### config.mk
export PLATFORM = sky130hd
export DESIGN_NAME = plating_polarity_reversal_timer_unit
export DESIGN_NICKNAME = d
export VERILOG_FILES = /design/src/rtl/pprt_pkg.sv /design/src/rtl/pprt_div.sv /design/src/rtl/pprt_seq.sv /design/src/rtl/plating_polarity_reversal_timer_unit.sv
export SDC_FILE = /design/constraint.sdc
export NUM_CORES = 1
export LEC_CHECK = 0
export ABC_AREA = 1
export ABC_CLOCK_PERIOD_IN_PS = 2420
export BUFFER_PORTS_ARGS = -buffer_cell sky130_fd_sc_hd__buf_2
export CORE_ASPECT_RATIO = 2
export CORE_MARGIN = 4
export CORE_UTILIZATION = 55
export DETAILED_ROUTE_END_ITERATION = 12
export PLACE_DENSITY_LB_ADDON = 0.15
export SYNTH_ARGS = -nofsm -noshare
export SYNTH_HDL_FRONTEND = slang
export SYNTH_HIERARCHICAL = 1
export SYNTH_SLANG_ARGS = --single-unit
export TNS_END_PERCENT = 30
### constraint.sdc
create_clock -name clk -period 2.42 [get_ports clk]
set_input_delay 0.484 -clock clk [delete_from_list [all_inputs] [get_ports clk]]
set_output_delay 0.484 -clock clk [all_outputs]
set_load 0.01 [all_outputs]
### src/rtl/pprt_pkg.sv
// ----------------------------------------------------------------------------
// pprt_pkg
// Shared types and constants for the plating polarity reversal timer.
// ----------------------------------------------------------------------------
package pprt_pkg;

  localparam int MS_W         = 16;
  localparam int SCALE_W      = 10;
  localparam int SAMP_W       = 10;
  localparam int DUTY_W       = 4;
  localparam int STEPS_W      = 8;
  localparam int CNT_W        = $clog2(MS_W);
  localparam int DUTY_RECIP_W = 6;
  localparam int DUTY_SHIFT   = 12;
  localparam int DUTY_PROD_W  = SAMP_W + DUTY_RECIP_W;

  localparam logic [MS_W-1:0]    MS_WRAP          = 16'd50000;
  localparam logic [SCALE_W-1:0] DUTY_DIV         = 10'd100;
  localparam logic [SCALE_W-1:0] SCALE_1          = 10'd1;
  localparam logic [SCALE_W-1:0] SCALE_10         = 10'd10;
  localparam logic [SCALE_W-1:0] SCALE_100        = 10'd100;
  localparam logic [SCALE_W-1:0] SCALE_1000       = 10'd1000;
  localparam logic [STEPS_W-1:0] DIRECT_UNITS_RST = 8'd20;
  // sample / 100 as (sample * 41) >> 12, exact over 10-bit samples
  localparam logic [DUTY_RECIP_W-1:0] DUTY_RECIP  = 6'd41;

  typedef enum logic [1:0] {
    KIND_TICK   = 2'd0,
    KIND_BUTTON = 2'd1,
    KIND_ADC    = 2'd2,
    KIND_NONE   = 2'd3
  } kind_t;

  typedef enum logic [2:0] {
    MODE_X1    = 3'd0,
    MODE_X10   = 3'd1,
    MODE_X100  = 3'd2,
    MODE_X1000 = 3'd3,
    MODE_FDIR  = 3'd4,
    MODE_FREV  = 3'd5
  } mode_t;

  typedef enum logic [1:0] {
    PH_DUTY    = 2'd0,
    PH_DIRECT  = 2'd1,
    PH_REVERSE = 2'd2,
    PH_IDLE    = 2'd3
  } phase_t;

  typedef enum logic [1:0] {
    S_IDLE  = 2'd0,
    S_DIV   = 2'd1,
    S_APPLY = 2'd2,
    S_DONE  = 2'd3
  } state_t;

endpackage

### src/rtl/pprt_div.sv
// ----------------------------------------------------------------------------
// pprt_div
// Restoring divider, one quotient bit per cycle, giving the remainder of the
// millisecond count against the time scale.
// ----------------------------------------------------------------------------
module pprt_div
  import pprt_pkg::*;
(
  input  logic               clk,
  input  logic               rst,
  input  logic               start,
  input  logic [MS_W-1:0]    dividend,
  input  logic [SCALE_W-1:0] divisor,
  output logic               done,
  output logic [SCALE_W-1:0] remainder
);

  logic               busy;
  logic [CNT_W-1:0]   cnt;
  logic [SCALE_W-1:0] dvs;
  logic [SCALE_W-1:0] rem;
  logic [MS_W-1:0]    quo;
  logic [SCALE_W:0]   shifted;
  logic [SCALE_W:0]   diff;
  logic               ge;

  assign shifted   = {rem, quo[MS_W-1]};
  assign ge        = shifted >= {1'b0, dvs};
  assign diff      = shifted - {1'b0, dvs};
  assign remainder = rem;

  always_ff @(posedge clk) begin
    if (rst) begin
      busy <= 1'b0;
      done <= 1'b0;
      cnt  <= '0;
    end else begin
      done <= 1'b0;
      if (start) begin
        busy <= 1'b1;
        cnt  <= '0;
      end else if (busy) begin
        cnt <= cnt + 1'b1;
        if (cnt == CNT_W'(MS_W - 1)) begin
          busy <= 1'b0;
          done <= 1'b1;
        end
      end
    end
  end

  always_ff @(posedge clk) begin
    if (start) begin
      dvs <= divisor;
      rem <= '0;
      quo <= dividend;
    end else if (busy) begin
      rem <= ge ? diff[SCALE_W-1:0] : shifted[SCALE_W-1:0];
      quo <= {quo[MS_W-2:0], ge};
    end
  end

endmodule

### src/rtl/pprt_seq.sv
// ----------------------------------------------------------------------------
// pprt_seq
// Item sequencer: accepts a beat, runs the divider when needed, applies the
// state update and hands the result to the output register.
// ----------------------------------------------------------------------------
module pprt_seq
  import pprt_pkg::*;
(
  input  logic clk,
  input  logic rst,
  input  logic in_valid,
  input  logic need_div,
  input  logic out_free,
  input  logic div_done,
  output logic in_ready,
  output logic div_start,
  output logic apply,
  output logic load_out
);

  state_t state;
  state_t state_next;

  always_ff @(posedge clk) begin
    if (rst) begin
      state <= S_IDLE;
    end else begin
      state <= state_next;
    end
  end

  always_comb begin
    state_next = state;
    case (state)
      S_IDLE: begin
        if (in_valid) state_next = need_div ? S_DIV : S_APPLY;
      end
      S_DIV: begin
        if (div_done) state_next = S_APPLY;
      end
      S_APPLY: state_next = S_DONE;
      S_DONE: begin
        if (out_free) state_next = S_IDLE;
      end
      default: state_next = S_IDLE;
    endcase
  end

  always_comb begin
    in_ready  = 1'b0;
    div_start = 1'b0;
    apply     = 1'b0;
    load_out  = 1'b0;
    case (state)
      S_IDLE: begin
        in_ready  = 1'b1;
        div_start = in_valid && need_div;
      end
      S_DIV:   ;
      S_APPLY: apply = 1'b1;
      S_DONE:  load_out = out_free;
      default: ;
    endcase
  end

endmodule

### src/rtl/plating_polarity_reversal_timer_unit.sv
// ----------------------------------------------------------------------------
// plating_polarity_reversal_timer_unit
// Polarity controller for a plating bath: millisecond ticks, mode button and
// converter results drive the direct/reverse cycle and the sampling sequence.
// ----------------------------------------------------------------------------
// One beat is taken at a time. A tick runs the 16-step bit-serial divider that
// forms the millisecond remainder against the time scale before the state update
// is applied and the result is loaded. A button press, an unused kind or a
// converter result skips the divider and goes straight to the state update; the
// duty level comes from a small reciprocal multiply of the sample. The next beat
// is accepted as soon as the result sits in the output register, even while it
// still waits to be taken.
module plating_polarity_reversal_timer_unit
  import pprt_pkg::*;
(
  input  logic              clk,
  input  logic              rst,
  input  logic              cfg_we,
  input  logic [STEPS_W-1:0] cfg_wdata,
  input  logic              in_valid,
  output logic              in_ready,
  input  logic [1:0]        kind,
  input  logic [SAMP_W-1:0] sample,
  output logic              out_valid,
  input  logic              out_ready,
  output logic              polarity,
  output logic [2:0]        mode_now,
  output logic [DUTY_W-1:0] duty_level,
  output logic [1:0]        start_channel,
  output logic              value_valid,
  output logic [SAMP_W-1:0] measured_value,
  output logic              value_is_reverse
);

  logic [STEPS_W-1:0] direct_units;
  mode_t              mode_reg,      mode_reg_next;
  logic [SCALE_W-1:0] time_scale,    time_scale_next;
  logic [MS_W-1:0]    ms_count,      ms_count_next;
  logic [DUTY_W-1:0]  duty_setting,  duty_setting_next;
  logic [DUTY_W-1:0]  reverse_steps, reverse_steps_next;
  logic [STEPS_W-1:0] direct_steps,  direct_steps_next;
  logic               polarity_reg,  polarity_reg_next;
  phase_t             adc_phase,     adc_phase_next;

  kind_t              item_kind;
  logic [SAMP_W-1:0]  item_sample;
  phase_t             res_start,     res_start_next;
  logic               res_valid,     res_valid_next;
  logic [SAMP_W-1:0]  res_value,     res_value_next;
  logic               res_rev,       res_rev_next;

  logic               need_div;
  logic               out_free;
  logic               apply;
  logic               load_out;
  logic               div_start;
  logic               div_done;
  logic [SCALE_W-1:0] div_rem;

  logic [MS_W-1:0]        ms_inc;
  logic [DUTY_W-1:0]      rev_inc;
  logic                   timed;
  logic [DUTY_PROD_W-1:0] duty_prod;

  assign ms_inc    = ms_count + 1'b1;
  assign rev_inc   = reverse_steps + 1'b1;
  assign timed     = (mode_reg != MODE_FDIR) && (mode_reg != MODE_FREV);
  assign need_div  = kind_t'(kind) == KIND_TICK;
  assign out_free  = !out_valid || out_ready;
  assign duty_prod = DUTY_PROD_W'(item_sample) * DUTY_PROD_W'(DUTY_RECIP);

  pprt_seq u_seq (
    .clk       (clk),
    .rst       (rst),
    .in_valid  (in_valid),
    .need_div  (need_div),
    .out_free  (out_free),
    .div_done  (div_done),
    .in_ready  (in_ready),
    .div_start (div_start),
    .apply     (apply),
    .load_out  (load_out)
  );

  pprt_div u_div (
    .clk       (clk),
    .rst       (rst),
    .start     (div_start),
    .dividend  (ms_inc),
    .divisor   (time_scale),
    .done      (div_done),
    .remainder (div_rem)
  );

  always_ff @(posedge clk) begin
    if (in_valid && in_ready) begin
      item_kind   <= kind_t'(kind);
      item_sample <= sample;
    end
  end

  always_comb begin
    mode_reg_next      = mode_reg;
    time_scale_next    = time_scale;
    ms_count_next      = ms_count;
    duty_setting_next  = duty_setting;
    reverse_steps_next = reverse_steps;
    direct_steps_next  = direct_steps;
    polarity_reg_next  = polarity_reg;
    adc_phase_next     = adc_phase;
    res_start_next     = PH_IDLE;
    res_valid_next     = 1'b0;
    res_value_next     = '0;
    res_rev_next       = 1'b0;
    case (item_kind)
      KIND_TICK: begin
        if (div_rem == '0) begin
          if (direct_steps == direct_units) begin
            if (duty_setting != '0 && reverse_steps == '0 && timed) begin
              polarity_reg_next = 1'b0;
              adc_phase_next    = PH_IDLE;
            end
            reverse_steps_next = rev_inc;
            if (rev_inc > duty_setting) begin
              reverse_steps_next = '0;
              direct_steps_next  = '0;
              if (timed) begin
                polarity_reg_next = 1'b1;
                adc_phase_next    = PH_IDLE;
              end
            end
          end else begin
            direct_steps_next = direct_steps + 1'b1;
          end
        end
        ms_count_next = (ms_inc == MS_WRAP) ? '0 : ms_inc;
      end
      KIND_BUTTON: begin
        case (mode_reg)
          MODE_X1: begin
            mode_reg_next   = MODE_X10;
            time_scale_next = SCALE_10;
          end
          MODE_X10: begin
            mode_reg_next   = MODE_X100;
            time_scale_next = SCALE_100;
          end
          MODE_X100: begin
            mode_reg_next   = MODE_X1000;
            time_scale_next = SCALE_1000;
          end
          MODE_X1000: begin
            mode_reg_next     = MODE_FDIR;
            time_scale_next   = SCALE_1;
            polarity_reg_next = 1'b1;
            adc_phase_next    = PH_IDLE;
          end
          MODE_FDIR: begin
            mode_reg_next     = MODE_FREV;
            time_scale_next   = SCALE_1;
            polarity_reg_next = 1'b0;
            adc_phase_next    = PH_IDLE;
          end
          MODE_FREV: begin
            mode_reg_next   = MODE_X1;
            time_scale_next = SCALE_1;
          end
          default: ;
        endcase
      end
      KIND_ADC: begin
        case (adc_phase)
          PH_DUTY: begin
            duty_setting_next = duty_prod[DUTY_SHIFT +: DUTY_W];
            adc_phase_next    = polarity_reg ? PH_DIRECT : PH_REVERSE;
          end
          PH_DIRECT: begin
            res_valid_next = 1'b1;
            res_value_next = item_sample;
            adc_phase_next = PH_DUTY;
          end
          PH_REVERSE: begin
            res_valid_next = 1'b1;
            res_value_next = item_sample;
            res_rev_next   = 1'b1;
            adc_phase_next = PH_DUTY;
          end
          default: adc_phase_next = PH_DUTY;
        endcase
        res_start_next = adc_phase_next;
      end
      default: ;
    endcase
  end

  always_ff @(posedge clk) begin
    if (rst) begin
      direct_units  <= DIRECT_UNITS_RST;
      mode_reg      <= MODE_FDIR;
      time_scale    <= SCALE_100;
      ms_count      <= '0;
      duty_setting  <= '0;
      reverse_steps <= '0;
      direct_steps  <= '0;
      polarity_reg  <= 1'b1;
      adc_phase     <= PH_DUTY;
    end else begin
      if (cfg_we) direct_units <= cfg_wdata;
      if (apply) begin
        mode_reg      <= mode_reg_next;
        time_scale    <= time_scale_next;
        ms_count      <= ms_count_next;
        duty_setting  <= duty_setting_next;
        reverse_steps <= reverse_steps_next;
        direct_steps  <= direct_steps_next;
        polarity_reg  <= polarity_reg_next;
        adc_phase     <= adc_phase_next;
      end
    end
  end

  always_ff @(posedge clk) begin
    if (apply) begin
      res_start <= res_start_next;
      res_valid <= res_valid_next;
      res_value <= res_value_next;
      res_rev   <= res_rev_next;
    end
  end

  // output register
  always_ff @(posedge clk) begin
    if (rst) begin
      out_valid <= 1'b0;
    end else if (load_out) begin
      out_valid <= 1'b1;
    end else if (out_ready) begin
      out_valid <= 1'b0;
    end
  end

  always_ff @(posedge clk) begin
    if (load_out) begin
      polarity         <= polarity_reg;
      mode_now         <= mode_reg;
      duty_level       <= duty_setting;
      start_channel    <= res_start;
      value_valid      <= res_valid;
      measured_value   <= res_value;
      value_is_reverse <= res_rev;
    end
  end

endmodule

==> impl_metrics.toml <==
[logic_synthesis]
synth_seq_cells = 145
syn_nets = 1075
async_flop_share_pct = 0
synth_cells = 983
yosysWarnings = 6
synth_flop_cell = "edfxtp_1"
netlist_area_sq_um = 7980
synth.distinct_cells = 43
avgSynthCellArea_sq_um = 8.12
synth-edff-count = 74
ys_seq_area_share_pct = 45.6

[clocking]
cts_tree = "yes"
clk_latency_ns = 0.43
htree_num_levels = 4
clock_sinks = 145
clk_pin_slew_ns = 0.07
cts_made_buffers = 17
cts-root-buf = "clkbuf_16"
clockBufferDepth = 2

[pwr]
finalPower_w = 0.00997
ir_drop_mv = 0.903
p_per_area_nw_per_um2 = 1060
leakage_nw = 4.26

[die]
dieHeight_um = 178
fp-row-count = 62
die_w_um = 93.2
io-pin-count = 49
die_area_sq_um = 16600
core_area_sq_um = 14300
start_util_pct = 55.9

[layout]
fin_area_sq_um = 9450
n_antenna_cell = 0
drive_gt1_share_pct = 16.2
largestRegisters = "ms_count (16), u_div/quo (16)"
fin_nets = 1159
syn2layout_area_growth_pct = 18.3

[run_status]
violations = "setup timing"
run_status = "finished with violations"

[placed_design]
hpwl_um = 14100
portBuffers = 48
routabilityCongestion = 0.920
placed_cell_area_sq_um = 8690

[worst_setup_path]
endpoint_kind = "flop"
reg2reg_from = "item_sample[7]$_DFFE_PP_"
reg2reg_to = "duty_setting[2]$_SDFFE_PP0P_"
crit_fanout = 3
arrival_ns = 2.94
critPathRequiredTime_ns = 2.74
rr_worst_depth = 12
start_kind = "flop"
rrSetupSlack_ns = -0.19
critical_path_class = "reg2reg"

[sta]
worst_slew_pin_slew_ns = 0.593
setup_viol = 4
rsz0062_at_grt = "true"
hold_viol = 0
max_slew_margin_pct = 60.4
slew_viol_final = 0
max_freq_ghz = 0.383
period_needed_ns = 2.61
skew_ns = 0.0142
fin_crit_sh_pct = 108
setup_ws_ns = -0.194
tns_ns = -0.589

[global_route]
grt_pass1_vias = 6449
gr-total-overflow = 0
grt_start_max_net_pins = 33
track_usage_pct = 23.3
antenna_found_initial = 0
grt_pass1_wl_um = 29900

[drt]
drtPass1Iterations = 5
wl_um = 18500
post_drt_wl_per_cell_um = 14.5
viasPerCell = 5.17
drcViolationCount = 0
postRouteAntennaNets = 0
drtIter0Drc = 253
num_vias = 6576

[worst_hold_path]
hold_end = "item_sample[0]$_DFFE_PP_"
min_path_type = "in2reg"
whs_path_depth = 1
hold_start = "sample[0]"

[run]
cap_violations = 0
## metrics by stage
stage | utilization [%] | std cells | hold slack (ns) | setup WS, ns
final | 66.2 | 1272 | 0.227 | -0.194
after global placement | 60.9 | 1233 | 0.400 | -0.180
after floorplan | - | 983 | 0.400 | -0.00526
after CTS | 65.4 | 1268 | 0.218 | -0.200
after global routing | 66.2 | 1272 | 0.213 | -0.346
after detailed placement | 60.9 | 1233 | 0.405 | -0.221
## worst max-delay path, cell delays in order (launching register included)
cell      delay [ns]
edfxtp_1        0.43
buf_4           0.16
ha_1            0.27
ha_1            0.34
ha_4            0.26
ha_4            0.27
nand2_2         0.08
nor3_4          0.18
nand3_1         0.09
nand4_1         0.13
o21ai_0         0.09
o21ai_1         0.16
inv_1           0.05
## cells in the final DEF, fill, tap and decap left out, drive strengths merged, types with 2 or more instances in the layout
cell | netlist | routed
nand3 | 61 | 61
nor2 | 100 | 100
inv | 138 | 148
a21oi | 56 | 56
clkbuf | 11 | 17
nand2 | 297 | 297
edfxtp | 74 | 74
ha | 62 | 62
a21o | 2 | 2
nand4 | 23 | 23
dfxtp | 71 | 71
nor3b | 3 | 3
xnor2 | 7 | 7
nor3 | 8 | 8
a31oi | 4 | 4
clkinv | 2 | 4
nand3b | 7 | 7
bufinv | 0 | 2
xor2 | 7 | 7
buf | 4 | 80
fa | 5 | 5
o21ai | 33 | 33
## cell families (layout without fill, tap and decap cells)
family          count (synthesis)  after routing  synth area share [%]
xor+xnor                       14             14                  1.54
buf+inv                       155            252                  7.55
flops                         145            145                  45.6
other cells                     1              1                0.0470
fa+ha+maj                      67             67                  11.0
simple gates                  502            502                  27.6
compound gates                 99             99                  6.61
## routing by layer
layer	global-route usage (%)	wire length, um
met4	12.4	845
met5	0	0
met3	3.80	415
met1	21.4	6470
met2	46.9	10800
## timing repair
item / CTS / global route
buffers inserted: 3 / 4
pin swaps: 0 / 7
endpoints found under the setup margin: 4 / 7
resized for setup: 3 / 8
hold buffers: 0 / 0
## cell type report
class	instances	area [sq um]
well taps	192	240
inverters	140	526
clock buffers	17	425
repair buffers	80	484
multi-input cells	683	3940
clock inverters	15	185
fillers	1256	4830
flip-flops and latches	145	3640
## cells in the mapped netlist, types with 2 or more instances
cell      number  area (sq um)
clkinv_1       2          7.51
clkbuf_1      10          37.5
a21o_1         2          15.0
nor2_1        86           323
a21oi_2        2          17.5
o21ai_1        4          20.0
nand3b_1       7          52.6
nor3b_1        3          22.5
dfxtp_1       71          1420
nand4_1       23           144
a31oi_1        4          25.0
nand2_2        9          56.3
xor2_1         7          61.3
nand3_2        7          70.1
a21oi_1       54           270
nor3_1         7          35.0
inv_2          6          22.5
edfxtp_1      74          2220
nor2_2        12          75.1
ha_1          62           776
inv_1        132           495
nor2_4         2          22.5
fa_1           5           100
buf_6          2          22.5
o21ai_0       28           140
nand3_1       53           265
nand2_1      287          1080
xnor2_1        7          61.3
## how the worst max path moves through the flow
stage / start / end / cells after the start
3_5_place_dp: item_sample[6]$_DFFE_PP_ / duty_setting[2]$_SDFFE_PP0P_ / 12
2_1_floorplan: item_sample[5]$_DFFE_PP_ / duty_setting[2]$_SDFFE_PP0P_ / 13
3_3_place_gp: item_sample[4]$_DFFE_PP_ / duty_setting[2]$_SDFFE_PP0P_ / 13
5_1_grt: item_sample[7]$_DFFE_PP_ / duty_setting[2]$_SDFFE_PP0P_ / 12
6_report: item_sample[7]$_DFFE_PP_ / duty_setting[2]$_SDFFE_PP0P_ / 12
4_1_cts: item_sample[4]$_DFFE_PP_ / duty_setting[2]$_SDFFE_PP0P_ / 13
## report_power, final
group          leakage (nW)  total (W)  internal (W)  switching [W]
sequential             1.26    0.00330       0.00306       0.000238
combinational          2.70    0.00392       0.00165        0.00228
clock                 0.299    0.00275       0.00157        0.00117
total                  4.26    0.00997       0.00628        0.00369
Note: power is estimated with default switching activity, not from simulation.
